$ cat config.mk
export PLATFORM = sky130hd
export DESIGN_NAME = rgbcpe_cfg
export DESIGN_NICKNAME = d
export VERILOG_FILES = /design/src/rtl/rgbcpe_pkg.sv /design/src/rtl/rgbcpe_cfg.sv
export SDC_FILE = /design/constraint.sdc
export NUM_CORES = 1
export LEC_CHECK = 0
export BUFFER_PORTS_ARGS = -buffer_cell sky130_fd_sc_hd__buf_2
export CAP_MARGIN = 10
export CELL_PAD_IN_SITES_DETAIL_PLACEMENT = 0
export CELL_PAD_IN_SITES_GLOBAL_PLACEMENT = 1
export CORE_ASPECT_RATIO = 1.1
export CORE_UTILIZATION = 35
export CTS_CLUSTER_DIAMETER = 80
export DETAILED_ROUTE_END_ITERATION = 12
export PLACE_DENSITY_LB_ADDON = 0.1
export SYNTH_ARGS = -nofsm -noshare
export SYNTH_HDL_FRONTEND = slang
export SYNTH_SLANG_ARGS = --single-unit
$ cat constraint.sdc
create_clock -name clk -period 0.8 [get_ports clk]
set_clock_uncertainty 0.05 [all_clocks]
set_input_delay 0.04 -clock clk [delete_from_list [all_inputs] [get_ports clk]]
set_output_delay 0.04 -clock clk [all_outputs]
set_load 0.02 [all_outputs]
$ cat src/rtl/rgbcpe_pkg.sv
// ----------------------------------------------------------------------------
// rgbcpe_pkg
// Shared types and constants of the RGB to composite phase encoder: color
// matrix coefficients, rounding constants, register indexes and the stage
// enable bundle handed to every pipeline section.
// ----------------------------------------------------------------------------
package rgbcpe_pkg;

    // Register indexes on the configuration port
    localparam logic [1:0] REG_DARK_LEVEL   = 2'd0;
    localparam logic [1:0] REG_BRIGHT_LEVEL = 2'd1;
    localparam logic [1:0] REG_CHROMA_GAIN  = 2'd2;

    // Register reset values
    localparam logic [15:0] DARK_LEVEL_RST   = 16'd6144;
    localparam logic [15:0] BRIGHT_LEVEL_RST = 16'd51200;
    localparam logic [15:0] CHROMA_GAIN_RST  = 16'd1638;

    // Luma coefficients, Q0.16 (sum is exactly 1.0)
    localparam logic [24:0] Y_R = 25'd19595;
    localparam logic [24:0] Y_G = 25'd38470;
    localparam logic [24:0] Y_B = 25'd7471;

    // Color difference coefficients, signed Q1.15 (each row sums to zero)
    localparam logic signed [23:0] U_R = -24'sd4830;
    localparam logic signed [23:0] U_G = -24'sd9483;
    localparam logic signed [23:0] U_B = 24'sd14313;
    localparam logic signed [23:0] V_R = 24'sd20145;
    localparam logic signed [23:0] V_G = -24'sd16869;
    localparam logic signed [23:0] V_B = -24'sd3276;

    // Half of 255 * 65536, the luma rounding offset
    localparam logic [41:0] LUMA_HALF   = 42'd8355840;
    // Half of 2^19, the chroma rounding offset
    localparam logic [40:0] CHROMA_HALF = 41'd262144;
    // floor((2^32 - 1) / 255), reciprocal for the divide by 255
    localparam logic [24:0] RECIP_255   = 25'h1010101;
    localparam logic [25:0] DIV_255     = 26'd255;

    typedef struct packed {
        logic [15:0] dark_level;
        logic [15:0] bright_level;
        logic [15:0] chroma_gain;
    } cfg_t;

    // Load enables of the six pipeline registers, input side first
    typedef struct packed {
        logic s1;
        logic s2;
        logic s3;
        logic s4;
        logic s5;
        logic s6;
    } stage_en_t;

endpackage

$ cat src/rtl/rgbcpe_cfg.sv
// ----------------------------------------------------------------------------
// rgbcpe_cfg
// Configuration register file: black level, white level and chroma gain.
// Writes to an unused index are dropped.
// ----------------------------------------------------------------------------
module rgbcpe_cfg (
    input  logic               clk,
    input  logic               rst_n,
    input  logic               cfg_valid,
    output logic               cfg_ready,
    input  logic [1:0]         cfg_index,
    input  logic [15:0]        cfg_data,
    output rgbcpe_pkg::cfg_t   cfg
);

    rgbcpe_pkg::cfg_t cfg_reg;
    rgbcpe_pkg::cfg_t cfg_next;

    // Always take writes
    assign cfg_ready = 1'b1;
    assign cfg       = cfg_reg;

    // Decode the write
    always_comb
    begin
        cfg_next = cfg_reg;
        if (cfg_valid)
        begin
            case (cfg_index)
                rgbcpe_pkg::REG_DARK_LEVEL:   cfg_next.dark_level   = cfg_data;
                rgbcpe_pkg::REG_BRIGHT_LEVEL: cfg_next.bright_level = cfg_data;
                rgbcpe_pkg::REG_CHROMA_GAIN:  cfg_next.chroma_gain  = cfg_data;
                default:                      cfg_next = cfg_reg;
            endcase
        end
    end

    always_ff @(posedge clk or negedge rst_n)
    begin
        if (!rst_n)
        begin
            cfg_reg.dark_level   <= rgbcpe_pkg::DARK_LEVEL_RST;
            cfg_reg.bright_level <= rgbcpe_pkg::BRIGHT_LEVEL_RST;
            cfg_reg.chroma_gain  <= rgbcpe_pkg::CHROMA_GAIN_RST;
        end
        else
        begin
            cfg_reg <= cfg_next;
        end
    end

endmodule

==> results.md <==
* Root buf cell: clkbuf_8
* Inserted Clock Buffers at 5
* Design area at 0.00297 mm2
* Routed vias at 1,173
* Reg-to-Reg Start: cfg[27]$_DFFE_PN1P_
* Dpl cells at 236
* CP delay by family, top: flip-flops
* Max-slew violation count at 0
* Total power at 7430 uW
* Global Route Usage Sum at 15.8%
* Post-synth design cell area at 0.00184 mm2
* Height of the chip at 78.1 um
* FILL cells at 407
* Final period util at 130%
* IO Port Bufs at 68
* Initial Util at 36.6%
* Min-delay worst type: in -> reg
* GP Congestion at 0.723
* Max-cap violation count at 0
* CTS Sinks at 48
* Hold Vio Cnt, Final at 45
* Synth cell types at 9
* Instance area after placement at 0.00251 mm2
* Largest net degree at the start of global routing at 49
* Clock buffer depth at 2
* Ratio of cells with drive above 1 in the final layout at 91.1%
* Worst Hold Margin at -0.0404 ns
* WL per Instance at 15.5 um
* Die width at 71.1 um
* Max stage delay on crit path at 0.55 ns
* Clock Latency Late Sink at 0.28 ns
* CP Capture Type: output port
* Unrepaired setup endpoints after global routing: yes
* First-pass GRT wire length at 6730 um
* Syn_nets at 125
* Fin worst setup slack at -0.243 ns
* DR WL met2 at 1860 um
* DIE AREA at 0.00555 mm2
* Drt first pass iters at 6
* Pwr/cell area at 2500 mW/mm2
* Slowest CP cell: dfstp_2
* Required @ worst endpoint at 0.71 ns
* Seq cells post-synth at 48
* FP Rows at 27
* Highest Signal Layer: met4
* Post-route insts no fill at 248
* Core footprint at 0.00503 mm2
* Fmax at 959 MHz
* Cells after Synth at 104
* H-tree Lvls at 2
* ANT cells at 0
* Static leakage at 0.00144 uW
* Buf/Inv on CP at 1
* Nets at 211
* Reg clk slew, reported paths at 0.08 ns
* Arr. time, crit path at 0.95 ns
* Register area share after synthesis at 66.0%
* Remaining DRCs at 0
* Outcome: finished with violations
* Failing checks: hold timing, setup timing
* IO Pins at 70
* Antenna Nets Post-Route at 0
* Place WS at -0.317 ns
* Final setup viols at 89
* Met3 routed WL at 235 um
* Met1 wire length at 1690 um
* WS Path Type: reg -> out
* Critical Path Source: cfg[10]$_DFFE_PN1P_
* Initial antenna violation count at 0
* CP Max Fanout at 2
* Vias in the first global route at 1,305
* Total Wirelength at 3830 um
* Yosys warns at 0
* Max FFs per register at 48
* Grt ovf at 0
* CTS tree: done
* Critical Path, Cell by Cell: buf_6
* Initial DRC Count at 48
* Max VDD drop at 1.17 mV
* Worst hold start: cfg_data[12]
* Area delta synth->final at 61.5%
* Vias per cell at 4.73
* Minimum clock period at 1.04 ns
* Synthesized area per cell at 17.7 um2
* DP Wirelength at 2740 um
* Startpoint types: register
-- cell usage in the layout (no fill, tap or decap), drive strengths merged --
cell | synthesis | layout
buf | 3 | 81
mux2 | 48 | 48
dfrtp | 37 | 37
dfstp | 11 | 11
clkbuf | 1 | 7
nand3b | 2 | 2
dlygate4sd3 | 0 | 2
nor3b | 1 | 1
conb | 1 | 1
-- what timing repair did --
item | in CTS | in global routing
pin swaps | 0 | 1
buffers inserted | 2 | 1
gates resized for setup | 96 | 5
cloned | 0 | 0
hold buffers | 1 | 1
hold endpoints to repair | 96 | 48
endpoints found under the setup margin | 81 | 92
-- stage by stage --
step,TNS (ns),utilization [%]
4_1_cts,-8.88,58.3
3_3_place_gp,-11.09,50.0
3_5_place_dp,-11.82,50.0
5_1_grt,-11.09,59.1
6_report,-8.30,59.1
2_1_floorplan,-5.29,-
-- logic make-up after synthesis --
group / count (synthesis) / share of synthesized area [%]
flip-flops: 48 / 66.0
AND/OR/NAND/NOR: 3 / 2.24
other: 1 / 0.204
multiplexers: 48 / 29.4
buffers and inverters: 4 / 2.17
-- routing by layer --
| metal | vias to the layer above | GRT usage, % |
|---|---|---|
| li1 | 533 | - |
| met4 | 0 | 5.40 |
| met1 | 590 | 20.9 |
| met5 | - | 0 |
| met2 | 45 | 24.4 |
| met3 | 5 | 5.26 |
-- cell type report --
| cell class | instances | area (um2) | share of cell area, % |
|---|---|---|---|
| clock buffer | 7 | 96.3 | 3.24 |
| multi-input combinational | 52 | 716 | 24.1 |
| sequential | 48 | 1240 | 41.8 |
| tap | 58 | 72.6 | 2.44 |
| timing repair buffer | 83 | 845 | 28.4 |
-- Yosys cell counts --
master / number / share of area (%)
buf_4: 2 / 0.82
buf_6: 1 / 0.61
clkbuf_8: 1 / 0.75
conb_1: 1 / 0.20
dfrtp_1: 37 / 50
dfstp_2: 11 / 16
mux2_2: 48 / 29
nand3b_2: 2 / 1.2
nor3b_4: 1 / 1.0
-- power by group --
group,internal [uW],switching [uW],leakage [uW],total [uW]
Combinational,1530,1050,0.000862,2580
Sequential,3010,357,0.000529,3370
Clock,770,716,0.0000503,1490
-- worst paths after layout --
check                                 endpoint  cells past startpoint  slack, ns
max                                    cfg[10]                      1      -0.24
min                        cfg[28]$_DFFE_PN0P_                      2      -0.04
max reg2reg                cfg[27]$_DFFE_PN1P_                      2      -0.08
min reg2reg                 cfg[7]$_DFFE_PN0P_                      1       0.48
max in group asynchronous  cfg[31]$_DFFE_PN1P_                      3       0.21
min in group asynchronous  cfg[13]$_DFFE_PN0P_                      3       0.21
No activity file was read; power rests on OpenSTA's default activity.
