$ cat config.mk
export PLATFORM = sky130hd
export DESIGN_NAME = rgbcpe_scale
export DESIGN_NICKNAME = d
export VERILOG_FILES = /design/src/rtl/rgbcpe_pkg.sv /design/src/rtl/rgbcpe_scale.sv
export SDC_FILE = /design/constraint.sdc
export NUM_CORES = 2
export LEC_CHECK = 0
export ABC_AREA = 0
export ABC_CLOCK_PERIOD_IN_PS = 29600
export BUFFER_PORTS_ARGS = -buffer_cell sky130_fd_sc_hd__buf_2
export CORE_MARGIN = 5
export CORE_UTILIZATION = 26
export CTS_CLUSTER_DIAMETER = 60
export DETAILED_ROUTE_END_ITERATION = 8
export PLACE_DENSITY = 0.5
export SETUP_SLACK_MARGIN = 0.4
export SLEW_MARGIN = 0
export SYNTH_ARGS = -nofsm -noshare
export SYNTH_HDL_FRONTEND = slang
export SYNTH_SLANG_ARGS = --single-unit
$ cat constraint.sdc
create_clock -name clk -period 29.6 [get_ports clk]
set_clock_uncertainty 0.1 [all_clocks]
set_input_delay 5.92 -clock clk [delete_from_list [all_inputs] [get_ports clk]]
set_output_delay 5.92 -clock clk [all_outputs]
set_load 0.02 [all_outputs]
$ cat src/rtl/rgbcpe_pkg.sv
// ----------------------------------------------------------------------------
// rgbcpe_pkg
// Shared types and constants of the RGB to composite phase encoder: color
// matrix coefficients, rounding constants, register indexes and the stage
// enable bundle handed to every pipeline section.
// ----------------------------------------------------------------------------
package rgbcpe_pkg;

    // Register indexes on the configuration port
    localparam logic [1:0] REG_DARK_LEVEL   = 2'd0;
    localparam logic [1:0] REG_BRIGHT_LEVEL = 2'd1;
    localparam logic [1:0] REG_CHROMA_GAIN  = 2'd2;

    // Register reset values
    localparam logic [15:0] DARK_LEVEL_RST   = 16'd6144;
    localparam logic [15:0] BRIGHT_LEVEL_RST = 16'd51200;
    localparam logic [15:0] CHROMA_GAIN_RST  = 16'd1638;

    // Luma coefficients, Q0.16 (sum is exactly 1.0)
    localparam logic [24:0] Y_R = 25'd19595;
    localparam logic [24:0] Y_G = 25'd38470;
    localparam logic [24:0] Y_B = 25'd7471;

    // Color difference coefficients, signed Q1.15 (each row sums to zero)
    localparam logic signed [23:0] U_R = -24'sd4830;
    localparam logic signed [23:0] U_G = -24'sd9483;
    localparam logic signed [23:0] U_B = 24'sd14313;
    localparam logic signed [23:0] V_R = 24'sd20145;
    localparam logic signed [23:0] V_G = -24'sd16869;
    localparam logic signed [23:0] V_B = -24'sd3276;

    // Half of 255 * 65536, the luma rounding offset
    localparam logic [41:0] LUMA_HALF   = 42'd8355840;
    // Half of 2^19, the chroma rounding offset
    localparam logic [40:0] CHROMA_HALF = 41'd262144;
    // floor((2^32 - 1) / 255), reciprocal for the divide by 255
    localparam logic [24:0] RECIP_255   = 25'h1010101;
    localparam logic [25:0] DIV_255     = 26'd255;

    typedef struct packed {
        logic [15:0] dark_level;
        logic [15:0] bright_level;
        logic [15:0] chroma_gain;
    } cfg_t;

    // Load enables of the six pipeline registers, input side first
    typedef struct packed {
        logic s1;
        logic s2;
        logic s3;
        logic s4;
        logic s5;
        logic s6;
    } stage_en_t;

endpackage

$ cat src/rtl/rgbcpe_scale.sv
// ----------------------------------------------------------------------------
// rgbcpe_scale
// Stages two to five: map luma onto the black..white span with a divide by
// 255 * 65536 (shift, reciprocal multiply, one correction step) and scale
// chroma by the gain, each rounded half away from zero to 8 fraction bits.
// ----------------------------------------------------------------------------
module rgbcpe_scale (
    input  logic                    clk,
    input  rgbcpe_pkg::stage_en_t   en,
    input  rgbcpe_pkg::cfg_t        cfg,
    input  logic [24:0]             ys,
    input  logic signed [23:0]      u15,
    input  logic signed [23:0]      v15,
    output logic signed [17:0]      y8,
    output logic signed [20:0]      u8,
    output logic signed [20:0]      v8
);

    // Round a chroma product by 2^19, half away from zero
    function automatic logic signed [20:0] round_chroma(input logic signed [40:0] p);
        logic [40:0] mag;
        logic [40:0] sum;
        logic [20:0] q;
        mag = p[40] ? 41'(-p) : 41'(p);
        sum = mag + rgbcpe_pkg::CHROMA_HALF;
        q   = sum[39:19];
        return p[40] ? -$signed(q) : $signed(q);
    endfunction

    // Stage 2: products
    logic signed [16:0] span;
    logic signed [16:0] gain_s;
    logic signed [25:0] ys_s;
    logic signed [41:0] prod_y_reg;
    logic signed [41:0] prod_y_next;
    logic signed [40:0] prod_u_reg;
    logic signed [40:0] prod_u_next;
    logic signed [40:0] prod_v_reg;
    logic signed [40:0] prod_v_next;

    // Stage 3: rounding offsets and shifts
    logic [41:0]        y_mag;
    logic [41:0]        y_sum;
    logic [24:0]        t3_reg;
    logic [24:0]        t3_next;
    logic               yneg3_reg;
    logic signed [20:0] u3_reg;
    logic signed [20:0] v3_reg;

    // Stage 4: reciprocal multiply
    logic [49:0]        p4_reg;
    logic [49:0]        p4_next;
    logic [24:0]        t4_reg;
    logic               yneg4_reg;
    logic signed [20:0] u4_reg;
    logic signed [20:0] v4_reg;

    // Stage 5: quotient correction
    logic [16:0]        q_est;
    logic [25:0]        rem;
    logic [16:0]        q;
    logic signed [17:0] y8_reg;
    logic signed [17:0] y8_next;
    logic signed [20:0] u5_reg;
    logic signed [20:0] v5_reg;

    // Form the luma span and chroma products
    always_comb
    begin
        span        = $signed({1'b0, cfg.bright_level}) - $signed({1'b0, cfg.dark_level});
        gain_s      = $signed({1'b0, cfg.chroma_gain});
        ys_s        = $signed({1'b0, ys});
        prod_y_next = 42'(ys_s) * 42'(span);
        prod_u_next = 41'(u15) * 41'(gain_s);
        prod_v_next = 41'(v15) * 41'(gain_s);
    end

    always_ff @(posedge clk)
    begin
        if (en.s2)
        begin
            prod_y_reg <= prod_y_next;
            prod_u_reg <= prod_u_next;
            prod_v_reg <= prod_v_next;
        end
    end

    // Round luma magnitude and drop the 65536 factor of the divisor
    always_comb
    begin
        y_mag   = prod_y_reg[41] ? 42'(-prod_y_reg) : 42'(prod_y_reg);
        y_sum   = y_mag + rgbcpe_pkg::LUMA_HALF;
        t3_next = y_sum[40:16];
    end

    always_ff @(posedge clk)
    begin
        if (en.s3)
        begin
            t3_reg    <= t3_next;
            yneg3_reg <= prod_y_reg[41];
            u3_reg    <= round_chroma(prod_u_reg);
            v3_reg    <= round_chroma(prod_v_reg);
        end
    end

    // Multiply by the reciprocal of 255
    assign p4_next = 50'(t3_reg) * 50'(rgbcpe_pkg::RECIP_255);

    always_ff @(posedge clk)
    begin
        if (en.s4)
        begin
            p4_reg    <= p4_next;
            t4_reg    <= t3_reg;
            yneg4_reg <= yneg3_reg;
            u4_reg    <= u3_reg;
            v4_reg    <= v3_reg;
        end
    end

    // Fix the estimate, which is low by at most one, and add black
    always_comb
    begin
        q_est   = p4_reg[48:32];
        rem     = 26'(t4_reg) - 26'({q_est, 8'h00}) + 26'(q_est);
        q       = q_est + 17'(rem >= rgbcpe_pkg::DIV_255);
        y8_next = $signed({2'b00, cfg.dark_level})
                + (yneg4_reg ? -$signed({1'b0, q}) : $signed({1'b0, q}));
    end

    always_ff @(posedge clk)
    begin
        if (en.s5)
        begin
            y8_reg <= y8_next;
            u5_reg <= u4_reg;
            v5_reg <= v4_reg;
        end
    end

    assign y8 = y8_reg;
    assign u8 = u5_reg;
    assign v8 = v5_reg;

endmodule

==> impl_results.md <==
- GR Layer Usage met2: 0.222
- Setup violations, final: 0
- Syn. warnings: 0
- Status: finished clean
- Clock Tree Root: clkbuf_16
- Detailed placer's ending HPWL: 123000 um
- Worst path slowest cell: o41ai_1
- Post-synthesis sequential area ratio: 0.161
- Endpoints failing hold: 0
- P&R area growth vs syn: 9.22%
- Fraction of layout cells with a size suffix above 1: 0.0516
- Delay-heaviest family, CP: compound AO/OA/AOI/OAI gates
- Final WL: 154000 um
- 1st-pass router iterations: 5
- Critical Path RT: 29.85 ns
- Via count: 44600
- Post-Synthesis Cells: 6660
- Core box area: 241000 sq um
- Synth Flop Type: edfxtp_1
- Ys async rst share: 0
- Synthesis-stage register bit count: 337
- Avg WL per Cell: 15.6 um
- Worst hold stages: 0
- Initial core utilization: 0.262
- Area leader, netlist: fa_1
- Type of the most critical hold path: flop to flop
- Relative slew slack: 0.255
- Mean Syn Cell Area: 9.46 sq um
- Met3 usage in global routing: 0.0119
- Largest net degree at the start of global routing: 75
- Most used routing layer: met2
- Setup CP Type: input pin to flop
- Die width: 502 um
- Port bufs: 185
- Vias per std cell: 4.50
- RSZ-0062 raised after global routing: false
- Mapped Area: 63000 sq um
- Setup Buffers After CTS: 0
- H-tree levels: 2
- Setup crit end kind: flop
- First-pass GRT wire length: 256000 um
- Clk slew on worst S/H paths: 0.06 ns
- GRT Util Overall: 0.124
- Cts hold-fix bufs: 0
- EDFF count, synth: 337
- Crit path arrival time: 15.67 ns
- Number of cells on the critical path: 37
- Initial DRC Count: 2113
- Startpoint Class: input pin
- Top-area cell type share of the netlist area: 0.357
- Fin crit share: 0.521
- Crit-path max FO: 27
- Cells taking the most area after synthesis: fa_1 (36%), edfxtp_1 (16%), ha_1 (11%)
- Clk buf depth: 3
- Clock latency on the worst-skew pair: 0.60 ns
- Crit path time final: 15.42 ns
- Die area: 252000 sq um
- Final antenna-violating net count: 0
- Met1 usage: 0.161
- Die span in y: 502 um
- Worst path bufs/invs: 6
- Most used cell, CP: fa_1
- Worst path max stage delay: 0.83 ns
- WHS: 0.317 ns
- Post-synth top cells: inv_1 (1449), fa_1 (1124), nand2_1 (825)
- I/O pin total: 188
- Total congestion overflow: 0
- RD Place Congestion: 0.818
- Max-cap violations: 0
- Slew @ Worst Pin: 1.10 ns
- Slew Limit Fails: 0
- Num CTS Buffers: 44
- DRC violation count after routing: 0
- Final Net Count: 8477
- Cts repair resizes: 0
- Post-synth cell types: 83
- TNS Setup: 0 ns
- Antenna violations before repair: 17
- Largest register FFs: 42
- Reg2Reg Depth: 34
- # rows: 180
- Number of global-route vias before repair: 48400
- Max Clock Freq: 64.8 MHz
- Top-count cell post-synth: inv_1
- Clock Sinks: 337
- Total nets after synthesis: 8462
- CTS tree: yes
[cell type report]
cell class | count | area (sq um)
Sequential cell | 337 | 10100
Timing Repair Buffer | 222 | 1220
Fill cell | 25500 | 172000
Antenna cell | 7 | 17.5
Inverter | 1450 | 5440
Clock inverter | 32 | 348
Tap cell | 3185 | 3990
Multi-Input combinational cell | 4620 | 46500
Clock buffer | 48 | 1120
[metrics by stage]
stage | area (sq um) | setup slack [ns] | std cells | util
after CTS | 68800 | 14.23 | 9894 | 0.286
after global placement | 67300 | 13.62 | 9814 | 0.280
after global routing | 68800 | 13.51 | 9901 | 0.286
after floorplan | 63000 | 15.52 | 6660 | -
final | 68800 | 14.18 | 9901 | 0.286
after detailed placement | 67300 | 13.59 | 9814 | 0.280
[cells in the final DEF (no fill, tap or decap), types with 88 or more instances in the layout]
| master | instances |
|---|---|
| ha_1 | 550 |
| inv_1 | 1449 |
| xnor2_1 | 253 |
| nand3_1 | 88 |
| a21oi_1 | 160 |
| buf_2 | 181 |
| xor2_1 | 91 |
| fa_1 | 1124 |
| o21ai_0 | 135 |
| nor2_1 | 181 |
| and2_1 | 434 |
| nand2_1 | 825 |
| edfxtp_1 | 337 |
[worst register-to-register path: cells and delay by family, from the launching register on]
kind                     cells  cell delay, ns
XOR/XNOR                     1            0.10
AO/OA/AOI/OAI               16            4.21
AND/OR/NAND/NOR              9            1.67
flip-flops                   1            0.55
adder cells (fa/ha/maj)      6            2.16
buffers and inverters        2            0.11
[cells by family (layout without fill, tap and decap cells)]
logic type	Yosys count	count (layout)	share of synthesized area
AOI/OAI and AO/OA	673	673	0.0706
xor gates and xnor gates	350	350	0.0487
adders and majority gates	1675	1675	0.467
buffers and inverters	1703	1752	0.102
DFF	337	337	0.161
muxes	16	16	0.00270
other	0	7	0
and+or+nand+nor	1906	1906	0.148
[path summary, 6_finish.rpt]
check,start,endpoint,slack [ns]
max reg2reg,p4_reg[36]$_DFFE_PP_,y8[15]$_DFFE_PP_,20.41
min,v4_reg[8]$_DFFE_PP_,v8[8]$_DFFE_PP_,0.32
max,cfg[16],prod_y_reg[41]$_DFFE_PP_,14.18
min reg2reg,v4_reg[8]$_DFFE_PP_,v8[8]$_DFFE_PP_,0.32
[per-layer routing]
layer	vias up	part of all wire
met3	167	0.033
met4	4	0.021
li1	20800	-
met5	-	0.00022
met1	22900	0.45
met2	753	0.50
Power is not shown: default switching activity piles up to over one toggle a cycle in this logic, so the estimate is an artifact.
