`src/rtl/rgbcpe_pkg.sv`:
```
// ----------------------------------------------------------------------------
// rgbcpe_pkg
// Shared types and constants of the RGB to composite phase encoder: color
// matrix coefficients, rounding constants, register indexes and the stage
// enable bundle handed to every pipeline section.
// ----------------------------------------------------------------------------
package rgbcpe_pkg;

    // Register indexes on the configuration port
    localparam logic [1:0] REG_DARK_LEVEL   = 2'd0;
    localparam logic [1:0] REG_BRIGHT_LEVEL = 2'd1;
    localparam logic [1:0] REG_CHROMA_GAIN  = 2'd2;

    // Register reset values
    localparam logic [15:0] DARK_LEVEL_RST   = 16'd6144;
    localparam logic [15:0] BRIGHT_LEVEL_RST = 16'd51200;
    localparam logic [15:0] CHROMA_GAIN_RST  = 16'd1638;

    // Luma coefficients, Q0.16 (sum is exactly 1.0)
    localparam logic [24:0] Y_R = 25'd19595;
    localparam logic [24:0] Y_G = 25'd38470;
    localparam logic [24:0] Y_B = 25'd7471;

    // Color difference coefficients, signed Q1.15 (each row sums to zero)
    localparam logic signed [23:0] U_R = -24'sd4830;
    localparam logic signed [23:0] U_G = -24'sd9483;
    localparam logic signed [23:0] U_B = 24'sd14313;
    localparam logic signed [23:0] V_R = 24'sd20145;
    localparam logic signed [23:0] V_G = -24'sd16869;
    localparam logic signed [23:0] V_B = -24'sd3276;

    // Half of 255 * 65536, the luma rounding offset
    localparam logic [41:0] LUMA_HALF   = 42'd8355840;
    // Half of 2^19, the chroma rounding offset
    localparam logic [40:0] CHROMA_HALF = 41'd262144;
    // floor((2^32 - 1) / 255), reciprocal for the divide by 255
    localparam logic [24:0] RECIP_255   = 25'h1010101;
    localparam logic [25:0] DIV_255     = 26'd255;

    typedef struct packed {
        logic [15:0] dark_level;
        logic [15:0] bright_level;
        logic [15:0] chroma_gain;
    } cfg_t;

    // Load enables of the six pipeline registers, input side first
    typedef struct packed {
        logic s1;
        logic s2;
        logic s3;
        logic s4;
        logic s5;
        logic s6;
    } stage_en_t;

endpackage

```
`src/rtl/rgbcpe_matrix.sv`:
```
// ----------------------------------------------------------------------------
// rgbcpe_matrix
// First pipeline stage: RGB to Y (Q8.16) and U, V (signed Q9.15) by the
// fixed color matrix.
// ----------------------------------------------------------------------------
module rgbcpe_matrix (
    input  logic                    clk,
    input  logic                    rst_n,
    input  rgbcpe_pkg::stage_en_t   en,
    input  logic [23:0]             rgb_color,
    output logic [24:0]             ys,
    output logic signed [23:0]      u15,
    output logic signed [23:0]      v15
);

    logic [7:0]         r;
    logic [7:0]         g;
    logic [7:0]         b;
    logic [24:0]        ys_reg;
    logic [24:0]        ys_next;
    logic signed [23:0] u15_reg;
    logic signed [23:0] u15_next;
    logic signed [23:0] v15_reg;
    logic signed [23:0] v15_next;

    assign r = rgb_color[23:16];
    assign g = rgb_color[15:8];
    assign b = rgb_color[7:0];

    // Apply the matrix
    always_comb
    begin
        ys_next  = rgbcpe_pkg::Y_R * 25'(r) + rgbcpe_pkg::Y_G * 25'(g)
                 + rgbcpe_pkg::Y_B * 25'(b);
        u15_next = rgbcpe_pkg::U_R * $signed(24'(r)) + rgbcpe_pkg::U_G * $signed(24'(g))
                 + rgbcpe_pkg::U_B * $signed(24'(b));
        v15_next = rgbcpe_pkg::V_R * $signed(24'(r)) + rgbcpe_pkg::V_G * $signed(24'(g))
                 + rgbcpe_pkg::V_B * $signed(24'(b));
    end

    always_ff @(posedge clk)
    begin
        if (en.s1)
        begin
            ys_reg  <= ys_next;
            u15_reg <= u15_next;
            v15_reg <= v15_next;
        end
    end

    assign ys  = ys_reg;
    assign u15 = u15_reg;
    assign v15 = v15_reg;

    // A gray input carries no chroma and a luma of exactly the gray level
    a_gray_neutral: assert property (@(posedge clk) disable iff (!rst_n)
        en.s1 && (r == g) && (g == b)
        |=> (u15_reg == 24'sd0) && (v15_reg == 24'sd0)
            && (ys_reg == {1'b0, $past(rgb_color[23:16]), 16'h0000}))
        else $error("gray input gave nonzero chroma or wrong luma");

endmodule

```
`config.mk`:
```
export PLATFORM = sky130hd
export DESIGN_NAME = rgbcpe_matrix
export DESIGN_NICKNAME = d
export VERILOG_FILES = /design/src/rtl/rgbcpe_pkg.sv /design/src/rtl/rgbcpe_matrix.sv
export SDC_FILE = /design/constraint.sdc
export NUM_CORES = 1
export LEC_CHECK = 0
export ABC_CLOCK_PERIOD_IN_PS = 8500
export BUFFER_PORTS_ARGS = -buffer_cell sky130_fd_sc_hd__buf_2
export CAP_MARGIN = 10
export CORE_ASPECT_RATIO = 2
export CORE_MARGIN = 5
export CORE_UTILIZATION = 62
export CTS_BUF_LIST = sky130_fd_sc_hd__clkbuf_4 sky130_fd_sc_hd__clkbuf_8
export DETAILED_ROUTE_END_ITERATION = 8
export MAX_ROUTING_LAYER = met4
export PLACE_DENSITY_LB_ADDON = 0.15
export SYNTH_ARGS = -nofsm -noshare
export SYNTH_HDL_FRONTEND = slang
export SYNTH_SLANG_ARGS = --single-unit
export TNS_END_PERCENT = 10
```
`constraint.sdc`:
```
create_clock -name clk -period 8.5 [get_ports clk]
set_clock_uncertainty 0.2 [all_clocks]
set_input_delay 0.85 -clock clk [delete_from_list [all_inputs] [get_ports clk]]
set_output_delay 0.85 -clock clk [all_outputs]
set_load 0.1 [all_outputs]
```
==> results of run 1 <==
synth_stat cells (2+ instances only):
| master | instances | area (um2) |
|---|---|---|
| nand4_1 | 4 | 25.0 |
| edfxtp_1 | 73 | 2190 |
| o21ai_1 | 2 | 10.0 |
| inv_1 | 664 | 2490 |
| xnor2_1 | 106 | 928 |
| a41o_1 | 3 | 30.0 |
| and2_1 | 3 | 18.8 |
| o21bai_1 | 10 | 75.1 |
| nand3_1 | 17 | 85.1 |
| o41ai_1 | 4 | 35.0 |
| nand2_1 | 52 | 195 |
| nor4_1 | 4 | 25.0 |
| or3_1 | 2 | 12.5 |
| a211oi_1 | 10 | 75.1 |
| o41ai_2 | 2 | 32.5 |
| o21ai_0 | 58 | 290 |
| o31a_1 | 3 | 26.3 |
| a221o_1 | 2 | 20.0 |
| o21a_1 | 25 | 188 |
| or2_2 | 7 | 43.8 |
| o211ai_1 | 4 | 30.0 |
| a21o_1 | 42 | 315 |
| nand2b_1 | 13 | 81.3 |
| nor2b_1 | 14 | 87.6 |
| ha_1 | 431 | 5390 |
| a211o_1 | 2 | 17.5 |
| a21boi_0 | 7 | 52.6 |
| xor2_1 | 42 | 368 |
| o31ai_1 | 4 | 30.0 |
| a31oi_1 | 12 | 75.1 |
| nor3_1 | 15 | 75.1 |
| fa_1 | 393 | 7870 |
| a21oi_1 | 113 | 566 |
| and3_1 | 3 | 18.8 |
| nor2_1 | 72 | 270 |
cells by family (layout without fill, tap and decap cells):
| group | after synthesis | count (layout) | synth area share |
|---|---|---|---|
| AO/OA/AOI/OAI | 319 | 319 | 0.0920 |
| flip-flops | 73 | 73 | 0.0984 |
| buffers and inverters | 665 | 924 | 0.112 |
| adder cells (fa/ha/maj) | 824 | 824 | 0.595 |
| other | 0 | 1 | 0 |
| AND/OR/NAND/NOR | 209 | 209 | 0.0437 |
| XOR/XNOR | 148 | 148 | 0.0582 |
| multiplexers | 1 | 1 | 0.000449 |
critical path, delay by kind of cell:
family | cells | cell delay (ps)
AND/OR/NAND/NOR | 3 | 300
adder cells (fa/ha/maj) | 9 | 4200
XOR/XNOR | 2 | 230
buffers and inverters | 8 | 870
AO/OA/AOI/OAI | 8 | 1570
layout by cell type (no fill, tap or decap), types with 9 or more instances in the layout:
| cell type | count |
|---|---|
| o21ai_0 | 57 |
| buf_4 | 147 |
| a211oi_1 | 10 |
| nor2_1 | 72 |
| a21oi_1 | 113 |
| buf_2 | 97 |
| a21o_1 | 42 |
| nand2_1 | 52 |
| ha_1 | 431 |
| nor2b_1 | 14 |
| nand3_1 | 17 |
| fa_1 | 393 |
| o21bai_1 | 10 |
| o21a_1 | 25 |
| xnor2_1 | 106 |
| nand2b_1 | 13 |
| nor3_1 | 15 |
| edfxtp_1 | 73 |
| clkbuf_8 | 9 |
| a31oi_1 | 12 |
| inv_1 | 664 |
| xor2_1 | 42 |
worst paths after layout:
check | startpoint | end | slack, ps
max | rgb_color[5] | u15[22] | 450
min | rgb_color[0] | u15[0] | 740
what timing repair did:
item	CTS	global route
setup endpoints to repair	0	2
setup buffers	0	0
endpoints found under the hold margin	0	0
resized for setup	0	2
layout make-up:
class                      count  area (um2)
antenna                        1        2.50
timing repair buffer         244        1590
clock inverter                 7        76.3
multi-input combinational   1501       17600
sequential                    73        2190
tap                          450         563
fill                        2818       11000
clock buffer                   9         124
inverter                     664        2490
stage by stage:
step | utilization | instances | setup TNS [ps]
2_1_floorplan | - | 2239 | 0
3_3_place_gp | 0.685 | 2932 | 0
3_5_place_dp | 0.685 | 2932 | -139
4_1_cts | 0.690 | 2948 | 0
5_1_grt | 0.690 | 2949 | 0
6_report | 0.690 | 2949 | 0
per-layer routing:
layer / routed length [um] / part of all wire / vias up
met4: 7090 / 0.11 / 0
met5: 0 / 0 / -
met1: 19700 / 0.31 / 8021
li1: - / - / 7577
met2: 34100 / 0.54 / 470
met3: 2380 / 0.038 / 285
==> out/results.tsv, run 1 <==
metric	value	unit
top_level_ports	105	
grt_pass1_wl	97700	um
end_kind	flip-flop	
io_buffers	98	
arrival	8040	ps
critical_path_class	in -> reg	
synth_area	22300	um2
synth_nets	3095	
met1_usage	0.308	
syn_inst	2239	
drt_iter0_drc	600	
ys_seq_area_frac	0.0984	
grt_usage	0.340	
cp_max_fo	4	
h-tree-depth	3	
stdcell_area	24600	um2
dpl_cell_area	24400	um2
synth_ff_type	edfxtp_1	
clock_sinks	73	
clk_path_buf_depth	2	
drc	0	
status	finished clean	
min_path_cells	3	
dr.pass1.iters	4	
cts_tree	done	
final_nets	3349	
globalplace.congestion	1.12	
initial_core_util	0.624	
drive_gt1_frac	0.111	
holdWs	739	ps
place_hpwl	56800	um
synth_edf_count	73	
grt_use_met2	0.615	
yosys_warnings	0	
slew_headroom	0.298	
synth.avg_cell_area	9.95	um2
grt_max_degree	74	
rows	98	
busiest_layer	met2	
setup_viol	0	
dieArea	40100	um2
die_h	278	um
max_freq	124	MHz
num_vias	16353	
hold_class	in -> reg	
pre_cts_slack	-105	ps
fin_ws	450	ps
rsz0062_at_grt	no	
async_flop_share	0	
ant_nets	0	
wl	63300	um
post-route-period-util	0.947	
hold_viol	0	
wire_per_inst	21.5	um
cp_slowest_cell	fa_1	
crit_required	8490	ps
numCtsBuffers	9	
via_per_inst	5.55	
slew_viol_final	0	
ys_types	56	
grt_pass1_vias	18297	
postCtsHoldBufs	0	
largest_reg_flops	25	
ys_ff_latch	73	
antenna_found_initial	1	
critPathLaunchType	input port	
period_needed	8050	ps
grt-ovfl-total	0	
die_w	144	um
core	35700	um2
slowest_delay	590	ps
ctsRootBufferMaster	clkbuf_8	
crit_top_cell	fa_1	
maxCapViolations	0	
area_growth	10.6	%
tightest_slew	1050	ps
clkTransAtPathRegs	110	ps
grtUsageMet3	0.0418	
Power of run 1 is left out: the tool's default activity adds up to more than one toggle a clock period on the data nets, which glitch-free logic cannot reach.
==> inputs of run 2 (changes only) <==
--- a/config.mk
+++ b/config.mk
@@ -8,7 +8,7 @@
 export ABC_CLOCK_PERIOD_IN_PS = 8500
 export BUFFER_PORTS_ARGS = -buffer_cell sky130_fd_sc_hd__buf_2
 export CAP_MARGIN = 10
-export CORE_ASPECT_RATIO = 2
+export CORE_ASPECT_RATIO = 0.6
 export CORE_MARGIN = 5
 export CORE_UTILIZATION = 62
 export CTS_BUF_LIST = sky130_fd_sc_hd__clkbuf_4 sky130_fd_sc_hd__clkbuf_8
==> run 2 against run 1 <==
Against the previous run:
- wire length is 1.7% higher
- setup slack lost 86 ps
- flip-flop and latch count stayed put
- die area decreased by 0.26%
- sequential share of layout area barely moved
- via count grew 0.58%
- non-clock buffer count is 4 higher
- critical endpoint is now u15[23]
- largest cell class unchanged
==> out/results.tsv, run 2 (same netlist as run 1, synthesis figures left out) <==
metric	value	unit	change
clkTransAtPathRegs	100	ps	was 110 ps
end_kind	flip-flop		unchanged
final_nets	3353		was 3,349
layout_commonest_cell	inv_1		unchanged
ant_nets	0		unchanged
clock_sinks	73		unchanged
max_freq	123	MHz	was 124 MHz
slowest_delay	580	ps	was 590 ps
num_vias	16448		about the same
drt_iter0_drc	1378		was 600
status	finished clean		unchanged
tightest_slew	1110	ps	was 1050 ps
critPathLaunchType	input port		unchanged
hold_viol	0		unchanged
post-route-period-util	0.957		was 0.947
slew_viol_final	0		unchanged
postCtsHoldBufs	0		unchanged
cp_slowest_cell	fa_1		unchanged
path_delay_family	adder cells		unchanged
core	35200	um2	was 35,700 um2
antenna_found_initial	3		was 1
via_per_inst	5.53		was 5.55
initial_core_util	0.633		was 0.624
dr_wl_met3	8750	um	was 2380 um
period_needed	8140	ps	was 8050 ps
cp_max_fo	4		unchanged
dr.max_layer_used	met4		unchanged
drc	0		unchanged
holdWs	819	ps	was 739 ps
critical_path_class	in -> reg		unchanged
post_cts_buffers	0		unchanged
rsz0062_at_grt	no		unchanged
crit_start	rgb_color[2]		was rgb_color[5]
crit_buf_inv	8		unchanged
arrival	8140	ps	was 8040 ps
h-tree-depth	3		unchanged
rows	53		was 98
grt_usage	0.347		was 0.340
grt-ovfl-total	0		unchanged
wl	64400	um	was 63,300 um
layout_common_cells	inv_1, ha_1, fa_1		unchanged
setup_viol	0		unchanged
ctsRootBufferMaster	clkbuf_8		unchanged
crit_cells	30		unchanged
dr.pass1.iters	6		was 4
fin_util	0.703		was 0.690
die_h	157	um	was 278 um
dieArea	40000	um2	was 40,100 um2
io_buffers	98		unchanged
die_w	255	um	was 144 um
cts_resized	0		unchanged
cts_tree	done		unchanged
maxCapViolations	0		unchanged
grt_max_degree	74		unchanged
hold_class	in -> reg		unchanged
globalplace.congestion	1.03		was 1.12
drive_gt1_frac	0.113		was 0.111
grt_pass1_wl	99100	um	was 97,700 um
crit_end	u15[23]		was u15[22]
area_growth	11.1	%	was 10.6%
wire_per_inst	21.7	um	was 21.5 um
crit_top_cell	fa_1		unchanged
slew_headroom	0.257		was 0.298
largest_reg_flops	25		unchanged
routed-wl-met2	25200	um	was 34,100 um
place_hpwl	56900	um	was 56,800 um
routedLengthMet1	29700	um	was 19,700 um
clk_path_buf_depth	2		unchanged
crit_required	8510	ps	was 8490 ps
top_level_ports	105		unchanged
grt_pass1_vias	17314		was 18.3k
numCtsBuffers	9		unchanged
-- run 2: cell count changes in the layout (fill, tap and decap cells not counted), sizes merged --
cell / before / now
bufinv: 1 / 4
clkinv: 2 / 1
clkbuf: 9 / 10
diode: 1 / 3
clkinvlp: 1 / 0
inv: 667 / 665
buf: 244 / 248
-- run 2: worst min-delay path by stage --
stage,startpoint,endpoint,depth (start not counted)
final,rgb_color[0],ys[0],3
after detailed placement,rgb_color[0],ys[0],3
after floorplan,en[5],u15[0],0
after global placement,rgb_color[0],u15[0],3
after CTS,rgb_color[0],ys[0],3
after global routing,rgb_color[0],ys[0],3
-- run 2: per-layer routing --
layer,vias up,track usage
li1,7590,-
met1,8174,0.501
met2,634,0.471
met3,50,0.143
met4,0,0.0468
met5,-,-
-- run 2: layout make-up --
| cell class | count | area (um2) |
|---|---|---|
| Tap cell | 467 | 584 |
| Sequential cell | 73 | 2190 |
| Inverter | 664 | 2490 |
| Clock inverter | 6 | 138 |
| Multi-Input combinational cell | 1501 | 17600 |
| Clock buffer | 10 | 131 |
| Fill cell | 2772 | 10500 |
| Antenna cell | 3 | 7.51 |
| Timing Repair Buffer | 248 | 1620 |
-- run 2: metrics by stage --
step / area [um2] / setup slack, ps / instances / TNS, ps
2_1_floorplan: 22300 / 736 / 2239 / 0
3_3_place_gp: 24500 / -94.4 / 2953 / -137
3_5_place_dp: 24500 / -246 / 2953 / -300
4_1_cts: 24700 / 185 / 2969 / 0
5_1_grt: 24800 / 75.4 / 2971 / 0
6_report: 24800 / 363 / 2972 / 0
Power of run 2 is left out for the same reason.
