[src/rtl/rgbcpe_pkg.sv]
// ----------------------------------------------------------------------------
// rgbcpe_pkg
// Shared types and constants of the RGB to composite phase encoder: color
// matrix coefficients, rounding constants, register indexes and the stage
// enable bundle handed to every pipeline section.
// ----------------------------------------------------------------------------
package rgbcpe_pkg;

    // Register indexes on the configuration port
    localparam logic [1:0] REG_DARK_LEVEL   = 2'd0;
    localparam logic [1:0] REG_BRIGHT_LEVEL = 2'd1;
    localparam logic [1:0] REG_CHROMA_GAIN  = 2'd2;

    // Register reset values
    localparam logic [15:0] DARK_LEVEL_RST   = 16'd6144;
    localparam logic [15:0] BRIGHT_LEVEL_RST = 16'd51200;
    localparam logic [15:0] CHROMA_GAIN_RST  = 16'd1638;

    // Luma coefficients, Q0.16 (sum is exactly 1.0)
    localparam logic [24:0] Y_R = 25'd19595;
    localparam logic [24:0] Y_G = 25'd38470;
    localparam logic [24:0] Y_B = 25'd7471;

    // Color difference coefficients, signed Q1.15 (each row sums to zero)
    localparam logic signed [23:0] U_R = -24'sd4830;
    localparam logic signed [23:0] U_G = -24'sd9483;
    localparam logic signed [23:0] U_B = 24'sd14313;
    localparam logic signed [23:0] V_R = 24'sd20145;
    localparam logic signed [23:0] V_G = -24'sd16869;
    localparam logic signed [23:0] V_B = -24'sd3276;

    // Half of 255 * 65536, the luma rounding offset
    localparam logic [41:0] LUMA_HALF   = 42'd8355840;
    // Half of 2^19, the chroma rounding offset
    localparam logic [40:0] CHROMA_HALF = 41'd262144;
    // floor((2^32 - 1) / 255), reciprocal for the divide by 255
    localparam logic [24:0] RECIP_255   = 25'h1010101;
    localparam logic [25:0] DIV_255     = 26'd255;

    typedef struct packed {
        logic [15:0] dark_level;
        logic [15:0] bright_level;
        logic [15:0] chroma_gain;
    } cfg_t;

    // Load enables of the six pipeline registers, input side first
    typedef struct packed {
        logic s1;
        logic s2;
        logic s3;
        logic s4;
        logic s5;
        logic s6;
    } stage_en_t;

endpackage

[src/rtl/rgbcpe_sample.sv]
// ----------------------------------------------------------------------------
// rgbcpe_sample
// Output stage: form the four phase samples, round and saturate them to
// 0..255, and pack the even and odd line words.
// ----------------------------------------------------------------------------
module rgbcpe_sample (
    input  logic                    clk,
    input  logic                    rst_n,
    input  rgbcpe_pkg::stage_en_t   en,
    input  logic                    in_valid,
    input  logic signed [17:0]      y8,
    input  logic signed [20:0]      u8,
    input  logic signed [20:0]      v8,
    output logic [31:0]             even_line_word,
    output logic [31:0]             odd_line_word
);

    // Round by 256 half away from zero and clamp to 0..255
    function automatic logic [7:0] sat_sample(input logic signed [21:0] s);
        logic [21:0] r;
        r = 22'(s) + 22'd128;
        if (s[21])
            return 8'd0;
        else if (r[21:16] != 6'd0)
            return 8'd255;
        else
            return r[15:8];
    endfunction

    logic signed [21:0] y_s;
    logic signed [21:0] u_s;
    logic signed [21:0] v_s;
    logic [7:0]         ymv;
    logic [7:0]         ymu;
    logic [7:0]         ypv;
    logic [7:0]         ypu;
    logic [31:0]        even_reg;
    logic [31:0]        even_next;
    logic [31:0]        odd_reg;
    logic [31:0]        odd_next;

    // Build the four phases
    always_comb
    begin
        y_s       = 22'(y8);
        u_s       = 22'(u8);
        v_s       = 22'(v8);
        ymv       = sat_sample(y_s - v_s);
        ymu       = sat_sample(y_s - u_s);
        ypv       = sat_sample(y_s + v_s);
        ypu       = sat_sample(y_s + u_s);
        even_next = {ymv, ymu, ypv, ypu};
        odd_next  = {ypv, ymu, ymv, ypu};
    end

    always_ff @(posedge clk)
    begin
        if (en.s6)
        begin
            even_reg <= even_next;
            odd_reg  <= odd_next;
        end
    end

    assign even_line_word = even_reg;
    assign odd_line_word  = odd_reg;

    // Odd word is the even word with the V phases swapped
    a_odd_swaps_v: assert property (@(posedge clk) disable iff (!rst_n)
        en.s6 && in_valid
        |=> (even_reg[31:24] == odd_reg[15:8]) && (even_reg[15:8] == odd_reg[31:24])
            && (even_reg[23:16] == odd_reg[23:16]) && (even_reg[7:0] == odd_reg[7:0]))
        else $error("odd line word does not mirror the V phases of the even word");

endmodule

[config.mk]
export PLATFORM = sky130hd
export DESIGN_NAME = rgbcpe_sample
export DESIGN_NICKNAME = d
export VERILOG_FILES = /design/src/rtl/rgbcpe_pkg.sv /design/src/rtl/rgbcpe_sample.sv
export SDC_FILE = /design/constraint.sdc
export NUM_CORES = 1
export LEC_CHECK = 0
export ABC_CLOCK_PERIOD_IN_PS = 10260
export BUFFER_PORTS_ARGS = -buffer_cell sky130_fd_sc_hd__buf_2
export CAP_MARGIN = 20
export CORE_ASPECT_RATIO = 1.2
export CORE_MARGIN = 2
export CORE_UTILIZATION = 51
export DETAILED_ROUTE_END_ITERATION = 10
export PLACE_DENSITY = 0.85
export SYNTH_ARGS = -nofsm -noshare
export SYNTH_HDL_FRONTEND = slang
export SYNTH_SLANG_ARGS = --single-unit
[constraint.sdc]
create_clock -name clk -period 10.26 [get_ports clk]
set_input_delay 0.513 -clock clk [delete_from_list [all_inputs] [get_ports clk]]
set_output_delay 0.513 -clock clk [all_outputs]
set_load 0.05 [all_outputs]
==> summary.txt, run 1 <==
Clocking
  • Post-CTS sizing: 0
  • Hold_buf cts: 0
  • CTS Buf Count: 5
  • Setup bufs post-CTS: 0
  • CTS tree: yes
  • # clock sinks: 32
  • Clock transition at the registers of the reported paths: 50 ps
  • H-tree levels: 2
  • Maximum buffer depth of the clock tree: 2
  • Clock root cell: clkbuf_16

Logic synthesis
  • Synth Area per Inst: 7.91 um^2
  • Sequential-to-total area share from yosys stat: 15.3%
  • Synth area leader: ha_1
  • Asr flop ratio synth: 0%
  • Yosys warnings: 0
  • Yosys cell types: 83
  • Mapped Area: 6280 um^2
  • Flops & latches, synth: 32
  • Post-Syn Nets: 948
  • Commonest cells in the netlist: ha_1, inv_1, a21oi_1
  • Ranking of synthesized cells by area: ha_1, edfxtp_1, xnor2_1
  • Synth Instances: 795
  • Top-area cell type share of the netlist area: 16.7%
  • Most frequent cell after synthesis: ha_1
  • Post-synth EDFFs: 32
  • Commonest register cell after synthesis: edfxtp_1

Floorplan
  • Die Ht: 126 um
  • Io pins: 133
  • Die area: 13200 um^2
  • Core Box Area: 12100 um^2
  • Starting Density: 52.1%
  • Row count: 44
  • Chip width: 105 um

Pwr
  • VDD IR max: 0.0829 mV
  • PwrDens: 124 nW/um^2
  • Leak: 0.00309 uW

Final layout
  • Share of layout cells above drive strength 1: 19.3%
  • Nets: 1022
  • Synthesis-to-layout area growth: 9.56%
  • Antenna Cells: 0

Run status
  • Status: completed

Place
  • Routability-driven placement congestion ratio: 0.951
  • Dpl hpwl: 12.3 mm
  • PortBufs: 125

Setup path
  • Crit path buf inv count: 1
  • Worst Path Required: 10240 ps
  • CP max FO: 15
  • Crit path cell chain: buf_2 > ha_1 > a21o_1 > a21o_1 > a31o_1 > or2_1 > a211oi_1 > nor2b_1 > nor4b_1 > mux2i_1 > xnor2_1 > a211oi_4 > a21oi_1
  • Crit path launch type: primary input
  • Crit. End Element: flip-flop
  • Cell family with most CP delay: compound AO/OA/AOI/OAI gates
  • Setup CP Type: in -> reg
  • Most used cell, CP: a21o_1
  • Slowest library cell on the worst path: a211oi_1
  • WP data arrival: 4220 ps
  • Critical path's largest stage delay: 520 ps

Timing
  • Max Clk Rate: 236 MHz
  • Final Hold Fails: 0
  • RSZ-0062 raised after global routing: no
  • Max_slew headroom: 48.0%
  • Max Transition Viols Final: 0
  • Hold WS: 820 ps
  • Slew @ Worst Pin: 774 ps
  • Final setup TNS: 0 ps
  • Period minus WS final: 4240 ps
  • Period utilization: 41.3%
  • Setup violators final: 0

Route
  • Routed wire length: 15.0 mm
  • DRT Pass-1 Iters: 5
  • Vias per cell: 5.69
  • Total number of vias: 5862
  • Routed wire per std cell: 14.6 um
  • DRC: 0
  • Final ANT Viol Nets: 0
  • Initial DRC Count: 376

Global routing
  • Gr ovfl total: 0
  • Largest net degree at the start of global routing: 33
  • Total track usage: 22.2%
  • Vias in the first global route: 5255
  • First-pass GRT wire length: 24.4 mm
  • Antenna violations before repair: 0

Min path
  • HP Class: in -> reg

Job
  • Max-cap violation count: 0
==> cell type report <==
| class | count | area (um^2) |
|---|---|---|
| multi-input combinational | 627 | 4670 |
| timing repair buffer | 125 | 626 |
| inverter | 78 | 293 |
| clock inverter | 2 | 7.51 |
| clock buffer | 5 | 125 |
| fill | 1167 | 5170 |
| tap | 161 | 201 |
| sequential | 32 | 961 |
==> cell families after synthesis <==
logic type | share of synthesized area [%]
AOI/OAI and AO/OA | 24.2
and+or+nand+nor | 20.8
muxes | 1.51
xor gates and xnor gates | 11.1
adders and majority gates | 16.7
buffers and inverters | 10.4
DFF | 15.3
==> stage by stage <==
step           worst slack, ps  cells  utilization, %  cell area, um^2  power [uW]
2_1_floorplan             6360    795               -             6280         620
3_3_place_gp              5870   1023            56.0             6750         703
3_5_place_dp              5800   1023            56.0             6750         711
4_1_cts                   6080   1030            57.1             6890         852
5_1_grt                   5740   1030            57.1             6890         908
6_report                  6020   1030            57.1             6890         855
==> layer usage <==
metal | up-vias | track usage, % | part of all wire, %
met3 | 20 | 3.28 | 5.8
met4 | 0 | 7.37 | 2.3
met5 | - | 0 | 0
met1 | 2688 | 29.4 | 45
met2 | 186 | 37.0 | 46
li1 | 2968 | - | -
==> report_power, final <==
part / total [uW] / internal, uW / switching [uW]
Sequential: 173 / 167 / 6.11
Clock: 140 / 86.5 / 53.1
Combinational: 542 / 178 / 364
Total: 855 / 431 / 424
==> worst paths after layout <==
| check | start | to | depth (start not counted) |
|---|---|---|---|
| worst max-delay path | y8[8] | even_line_word[24] | 13 |
| worst min-delay path | en[0] | even_line_word[2] | 1 |
==> flip-flops by register name, summed over array words and instances, names as in the netlist <==
signal / cells
even_line_word: 31
odd_line_word: 1
==> cell usage in the layout, fill, tap and decap left out, types with 25 or more instances in the layout <==
master,count
xnor2_1,52
buf_2,125
nor2_1,57
xor2_1,28
o21ai_0,25
a21oi_1,65
edfxtp_1,32
nand2_1,37
inv_1,77
ha_1,84
(Power assumes the default switching activity.)
==> inputs of run 2 (changes only) <==
--- a/config.mk
+++ b/config.mk
@@ -5,14 +5,14 @@
 export SDC_FILE = /design/constraint.sdc
 export NUM_CORES = 1
 export LEC_CHECK = 0
-export ABC_CLOCK_PERIOD_IN_PS = 10260
+export ABC_CLOCK_PERIOD_IN_PS = 3800
 export BUFFER_PORTS_ARGS = -buffer_cell sky130_fd_sc_hd__buf_2
 export CAP_MARGIN = 20
 export CORE_ASPECT_RATIO = 1.2
 export CORE_MARGIN = 2
 export CORE_UTILIZATION = 51
 export DETAILED_ROUTE_END_ITERATION = 10
-export PLACE_DENSITY = 0.85
+export PLACE_DENSITY = 0.88
 export SYNTH_ARGS = -nofsm -noshare
 export SYNTH_HDL_FRONTEND = slang
 export SYNTH_SLANG_ARGS = --single-unit
==> constraint.sdc (replaced) <==
create_clock -name clk -period 3.8 [get_ports clk]
set_input_delay 0.19 -clock clk [delete_from_list [all_inputs] [get_ports clk]]
set_output_delay 0.19 -clock clk [all_outputs]
set_load 0.05 [all_outputs]
==> summary.txt, run 2 (synthesis results as in run 1) <==
Run status
  • Status: completed

Global routing
  • First-pass GRT wire length: 25.5 mm (+4.4%)
  • Gr ovfl total: 0 (unchanged)
  • Vias in the first global route: 5462 (+3.9%)
  • Largest net degree at the start of global routing: 33 (unchanged)
  • Gr busiest metal: met2
  • Antenna violations before repair: 0 (unchanged)
  • Total track usage: 23.3% (+1.1 points)
  • M1 GR Usage: 29.5% (+0.045 points)
  • M3 GR Usage: 3.28% (unchanged)
  • Met2 usage: 39.7% (+2.6 points)

Min path
  • Hold Path Origin: en[0]
  • Hold endpoint: even_line_word[2]
  • WHS Path Cells: 1 (unchanged)
  • HP Class: in -> reg

Setup path
  • Crit path cell chain: buf_2 > ha_1 > nand3b_1 > a221o_1 > a211oi_1 > o31a_1 > or2_2 > ha_1 > or3b_2 > nor4_1 > o2111a_1 > o21ai_1 > nor2_2 > a21oi_1
  • Most used cell, CP: ha_1
  • Setup CP Type: in -> reg
  • Slowest library cell on the worst path: or3b_2
  • Worst Path Required: 3830 ps (-6410 ps)
  • Crit path launch type: primary input
  • Crit. End Element: flip-flop
  • CP max FO: 7 (-8)
  • Critical path's largest stage delay: 500 ps (-20 ps)
  • WP data arrival: 3600 ps (-620 ps)

Timing
  • Worst setup margin: 231 ps (-5790 ps)
  • Max Clk Rate: 280 MHz
  • Slew @ Worst Pin: 720 ps (-54.8 ps)
  • Period utilization: 93.9%
  • Setup violators final: 0 (unchanged)
  • Final Hold Fails: 0 (unchanged)
  • Final setup TNS: 0 ps (unchanged)
  • Max Transition Viols Final: 0 (unchanged)
  • Period minus WS final: 3570 ps
  • Max_slew headroom: 52.0% (+4.0 points)
  • RSZ-0062 raised after global routing: no

Place
  • Routability-driven placement congestion ratio: 0.944 (-0.69%)
  • Placement Setup Slack: -9.49 ps (-5810 ps)
  • Dpl hpwl: 13.1 mm (+6.8%)
  • PortBufs: 125 (unchanged)

Route
  • Routed wire length: 15.6 mm (+4.3%)
  • Initial DRC Count: 479 (+27%)
  • DRT Pass-1 Iters: 5 (unchanged)
  • Total number of vias: 6058 (+3.3%)
  • Vias per cell: 5.66 (-0.61%)
  • Routed wire per std cell: 14.6 um (+0.28%)
  • DRC: 0 (unchanged)
  • Final ANT Viol Nets: 0 (unchanged)

Floorplan
  • Starting Density: 52.1% (unchanged)
  • Core Box Area: 12100 um^2 (unchanged)
  • Die area: 13200 um^2 (unchanged)
  • Die Ht: 126 um (unchanged)
  • Chip width: 105 um (unchanged)
  • Row count: 44 (unchanged)
  • Io pins: 133 (unchanged)

Clocking
  • Clock root cell: clkbuf_16
  • CTS tree: yes
  • # clock sinks: 32 (unchanged)
  • Setup bufs post-CTS: 0 (unchanged)
  • H-tree levels: 2 (unchanged)
  • Maximum buffer depth of the clock tree: 2 (unchanged)
  • CTS Buf Count: 5 (unchanged)
  • Clock transition at the registers of the reported paths: 50 ps (about the same)

Pwr
  • PwrDens: 332 nW/um^2 (+170%)
  • VDD IR max: 0.179 mV (+120%)
  • Leak: 0.00329 uW (+6.6%)

Final layout
  • Antenna Cells: 0 (unchanged)
  • Nets: 1063 (+4.0%)
  • Commonest non-fill, non-tap cell in the layout: buf_2
  • Share of layout cells above drive strength 1: 23.1% (+3.7 points)
  • Max reg flops: 31 (unchanged)
  • Commonest cells after routing, fill and taps aside: buf_2, ha_1, inv_1, a21oi_1, nor2_1
  • Synthesis-to-layout area growth: 14.5%

Job
  • Max-cap violation count: 0 (unchanged)
==> run 2: changes by cell type in the layout (fill, tap and decap cells not counted) <==
cell	change
nor3_2	+1
nor3_1	-1
buf_4	+41
==> run 2: final cells by class <==
class,instances,area [um^2]
Sequential cell,32,961
Clock buffer,5,125
Inverter,78,293
Multi-Input combinational cell,627,4680
Timing Repair Buffer,166,933
Clock inverter,2,7.51
Fill cell,1077,4860
Tap cell,161,201
==> run 2: repair_timing <==
item | CTS | global route
hold endpoints to repair | 0 | 0
hold buffers | 0 | 0
setup endpoints to repair | 0 | 3
resized for setup | 0 | 1
==> run 2: worst max-delay path by stage <==
stage | from | to | slack (ps)
after floorplan | u8[6] | even_line_word[1] | 220
after global placement | y8[1] | even_line_word[2] | 30
after detailed placement | v8[12] | even_line_word[30] | -9
after CTS | y8[1] | even_line_word[4] | 280
after global routing | y8[1] | even_line_word[30] | 10
final | y8[1] | even_line_word[4] | 230
==> run 2: metrics by stage <==
stage / area [um^2] / util (%) / instances / hold WS (ps) / total power, uW
2_1_floorplan: 6280 / - / 795 / 302 / 1670
3_3_place_gp: 7060 / 58.6 / 1064 / 755 / 1970
3_5_place_dp: 7060 / 58.6 / 1064 / 756 / 2000
4_1_cts: 7190 / 59.7 / 1071 / 511 / 2390
5_1_grt: 7200 / 59.7 / 1071 / 553 / 2540
6_report: 7200 / 59.7 / 1071 / 489 / 2390
==> run 2: power breakdown <==
| group | leakage [uW] | switching, uW | total [uW] | internal (uW) |
|---|---|---|---|---|
| registers | 0.000316 | 16.8 | 469 | 452 |
| clock network | 0.0000648 | 144 | 378 | 234 |
| logic | 0.00291 | 1000 | 1540 | 539 |
==> run 2: layer usage <==
layer  wire length, um  vias up
met1              6660     2740
met3              1090       29
li1                  -     3061
met4               436        0
met5                 0        -
met2              7450      228
==> run 2: worst max-delay path: cells and delay by family <==
kind,cells,cell delay [ps]
AND/OR/NAND/NOR,5,1460
AO/OA/AOI/OAI,6,1340
adder cells (fa/ha/maj),2,470
buffers and inverters,1,110
==> inputs of run 3 (changes only) <==
--- a/config.mk
+++ b/config.mk
@@ -13,6 +13,8 @@
 export CORE_UTILIZATION = 51
 export DETAILED_ROUTE_END_ITERATION = 10
 export PLACE_DENSITY = 0.88
+export SETUP_SLACK_MARGIN = 0.4
+export SKIP_CTS_REPAIR_TIMING = 1
 export SYNTH_ARGS = -nofsm -noshare
 export SYNTH_HDL_FRONTEND = slang
 export SYNTH_SLANG_ARGS = --single-unit
==> summary.txt, run 3 (synthesis results as in run 1) <==
Timing
  • Period minus WS final: 3330 ps (-237 ps)
  • Max_slew headroom: 48.5% (-3.5 points)
  • Period utilization: 87.7% (-6.2 points)
  • Final Hold Fails: 0 (unchanged)
  • Max Transition Viols Final: 0 (unchanged)
  • Slew @ Worst Pin: 767 ps (+47.4 ps)
  • Setup violators final: 0 (unchanged)
  • RSZ-0062 raised after global routing: no
  • Max Clk Rate: 300 MHz (+7.1%)

Setup path
  • Most used cell, CP: a21o_1
  • Crit path cell chain: buf_2 > ha_4 > a21o_1 > a21o_1 > a31o_1 > o211ai_1 > buf_4 > o311ai_4 > nand4b_1 > or3b_4 > nor3_2 > o21ai_2 > a211oi_4 > buf_6 > a21oi_1
  • Cell family with most CP delay: compound AO/OA/AOI/OAI gates
  • Crit path launch type: primary input
  • Crit. End Element: flip-flop
  • CP max FO: 8 (+1)
  • Slowest library cell on the worst path: or3b_4
  • Crit path buf inv count: 3 (+2)
  • Worst Path Required: 3800 ps (-30 ps)
  • Setup CP Type: in -> reg
  • WP data arrival: 3330 ps (-270 ps)
  • Critical path's largest stage delay: 440 ps (-60 ps)

Global routing
  • Vias in the first global route: 5623 (+2.9%)
  • Largest net degree at the start of global routing: 33 (unchanged)
  • Total track usage: 23.4% (+0.079 points)
  • Gr ovfl total: 0 (unchanged)
  • First-pass GRT wire length: 25.8 mm (+1.5%)
  • Antenna violations before repair: 0 (unchanged)

Pwr
  • VDD IR max: 0.177 mV (-0.90%)
  • Clock power share: 14.8% (-1.0 points)
  • Int Pwr: 1290 uW (+5.7%)
  • PwrDens: 328 nW/um^2 (-1.3%)
  • P_sw: 1250 uW (+7.1%)
  • Total Power: 2540 uW (+6.4%)
  • Seq pwr share: 18.5% (-1.1 points)
  • Sw frac: 49.1% (+0.34 points)
  • Comb pwr share: 66.7% (+2.1 points)
  • Leak: 0.00342 uW (+3.9%)

Clocking
  • CTS Buf Count: 5 (unchanged)
  • # clock sinks: 32 (unchanged)
  • Maximum buffer depth of the clock tree: 2 (unchanged)
  • CTS tree: yes
  • H-tree levels: 2 (unchanged)
  • Clock transition at the registers of the reported paths: 60 ps (about the same)
  • Clock root cell: clkbuf_16

Final layout
  • Synthesis-to-layout area growth: 23.5%
  • Commonest non-fill, non-tap cell in the layout: buf_2
  • Fillers: 1009 (-6.3%)
  • Share of layout cells above drive strength 1: 30.3% (+7.2 points)
  • Max reg flops: 31 (unchanged)
  • Register area: 961 um^2 (unchanged)
  • Antenna Cells: 0 (unchanged)
  • Final instance area: 7760 um^2 (+7.8%)
  • Commonest cells after routing, fill and taps aside: buf_2, inv_1, ha_1, nor2_1, a21oi_1
  • Multi-input gate area: 5150 um^2 (+10%)
  • Nets: 1072 (+0.85%)

Place
  • Placed cell area: 7060 um^2 (about the same)
  • PortBufs: 125 (unchanged)
  • Dpl hpwl: 12.9 mm (-1.3%)
  • Routability-driven placement congestion ratio: 0.922 (-2.4%)

Floorplan
  • Core Box Area: 12100 um^2 (unchanged)
  • Row count: 44 (unchanged)
  • Starting Density: 52.1% (unchanged)
  • Die Ht: 126 um (unchanged)
  • Chip width: 105 um (unchanged)
  • Die area: 13200 um^2 (unchanged)
  • Io pins: 133 (unchanged)

Route
  • Vias per cell: 5.78 (+2.2%)
  • DRC: 0 (unchanged)
  • Routed wire length: 16.9 mm (+7.9%)
  • Routed wire per std cell: 15.6 um (+7.0%)
  • Total number of vias: 6246 (+3.1%)
  • Final ANT Viol Nets: 0 (unchanged)
  • DRT Pass-1 Iters: 4 (-1)
  • Initial DRC Count: 359 (-25%)

Job
  • Max-cap violation count: 0 (unchanged)

Min path
  • HP Class: in -> reg

Run status
  • Status: completed
-- run 3: cell types whose count changed in the layout (fill, tap and decap cells not counted), sizes merged --
cell	change
buf	+9
-- run 3: path summary, 6_finish.rpt --
| kind | start | endpoint | cells past startpoint | slack [ps] |
|---|---|---|---|---|
| worst max-delay path | y8[8] | even_line_word[30] | 15 | 470 |
| worst min-delay path | en[0] | even_line_word[1] | 1 | 500 |
-- run 3: final cells by class --
class,instances,share of cell area (%)
Timing Repair Buffer,175,13.2
Multi-Input combinational cell,627,66.4
Clock inverter,2,0.0967
Sequential cell,32,12.4
Clock buffer,5,1.61
Tap cell,161,2.60
Inverter,78,3.77
-- run 3: power by group through the flow --
| stage | logic, uW | clock network [uW] | registers, uW |
|---|---|---|---|
| 6_report | 1700 | 377 | 469 |
| 5_1_grt | 1820 | 395 | 475 |
| 4_1_cts | 1530 | 376 | 470 |
| 3_5_place_dp | 1520 | 0 | 477 |
| 3_3_place_gp | 1500 | 0 | 475 |
| 2_1_floorplan | 1040 | 0 | 644 |
-- run 3: per-layer routing --
metal | track usage, % | part of all wire (%)
met1 | 30.6 | 42
met5 | 0 | 0
met4 | 5.88 | 2.4
met3 | 2.50 | 5.8
met2 | 41.0 | 49
-- run 3: metrics by stage --
stage | std cells | hold WS, ps | setup TNS (ps) | utilization (%) | setup WS [ps]
finish | 1080 | 498 | 0 | 64.4 | 467
detailed placement | 1057 | 756 | -38.1 | 58.6 | -38.1
global placement | 1057 | 754 | 0 | 58.6 | 78.3
floorplan | 795 | 302 | 0 | - | 418
CTS | 1064 | 521 | 0 | 59.7 | 213
global route | 1080 | 572 | 0 | 64.4 | 328
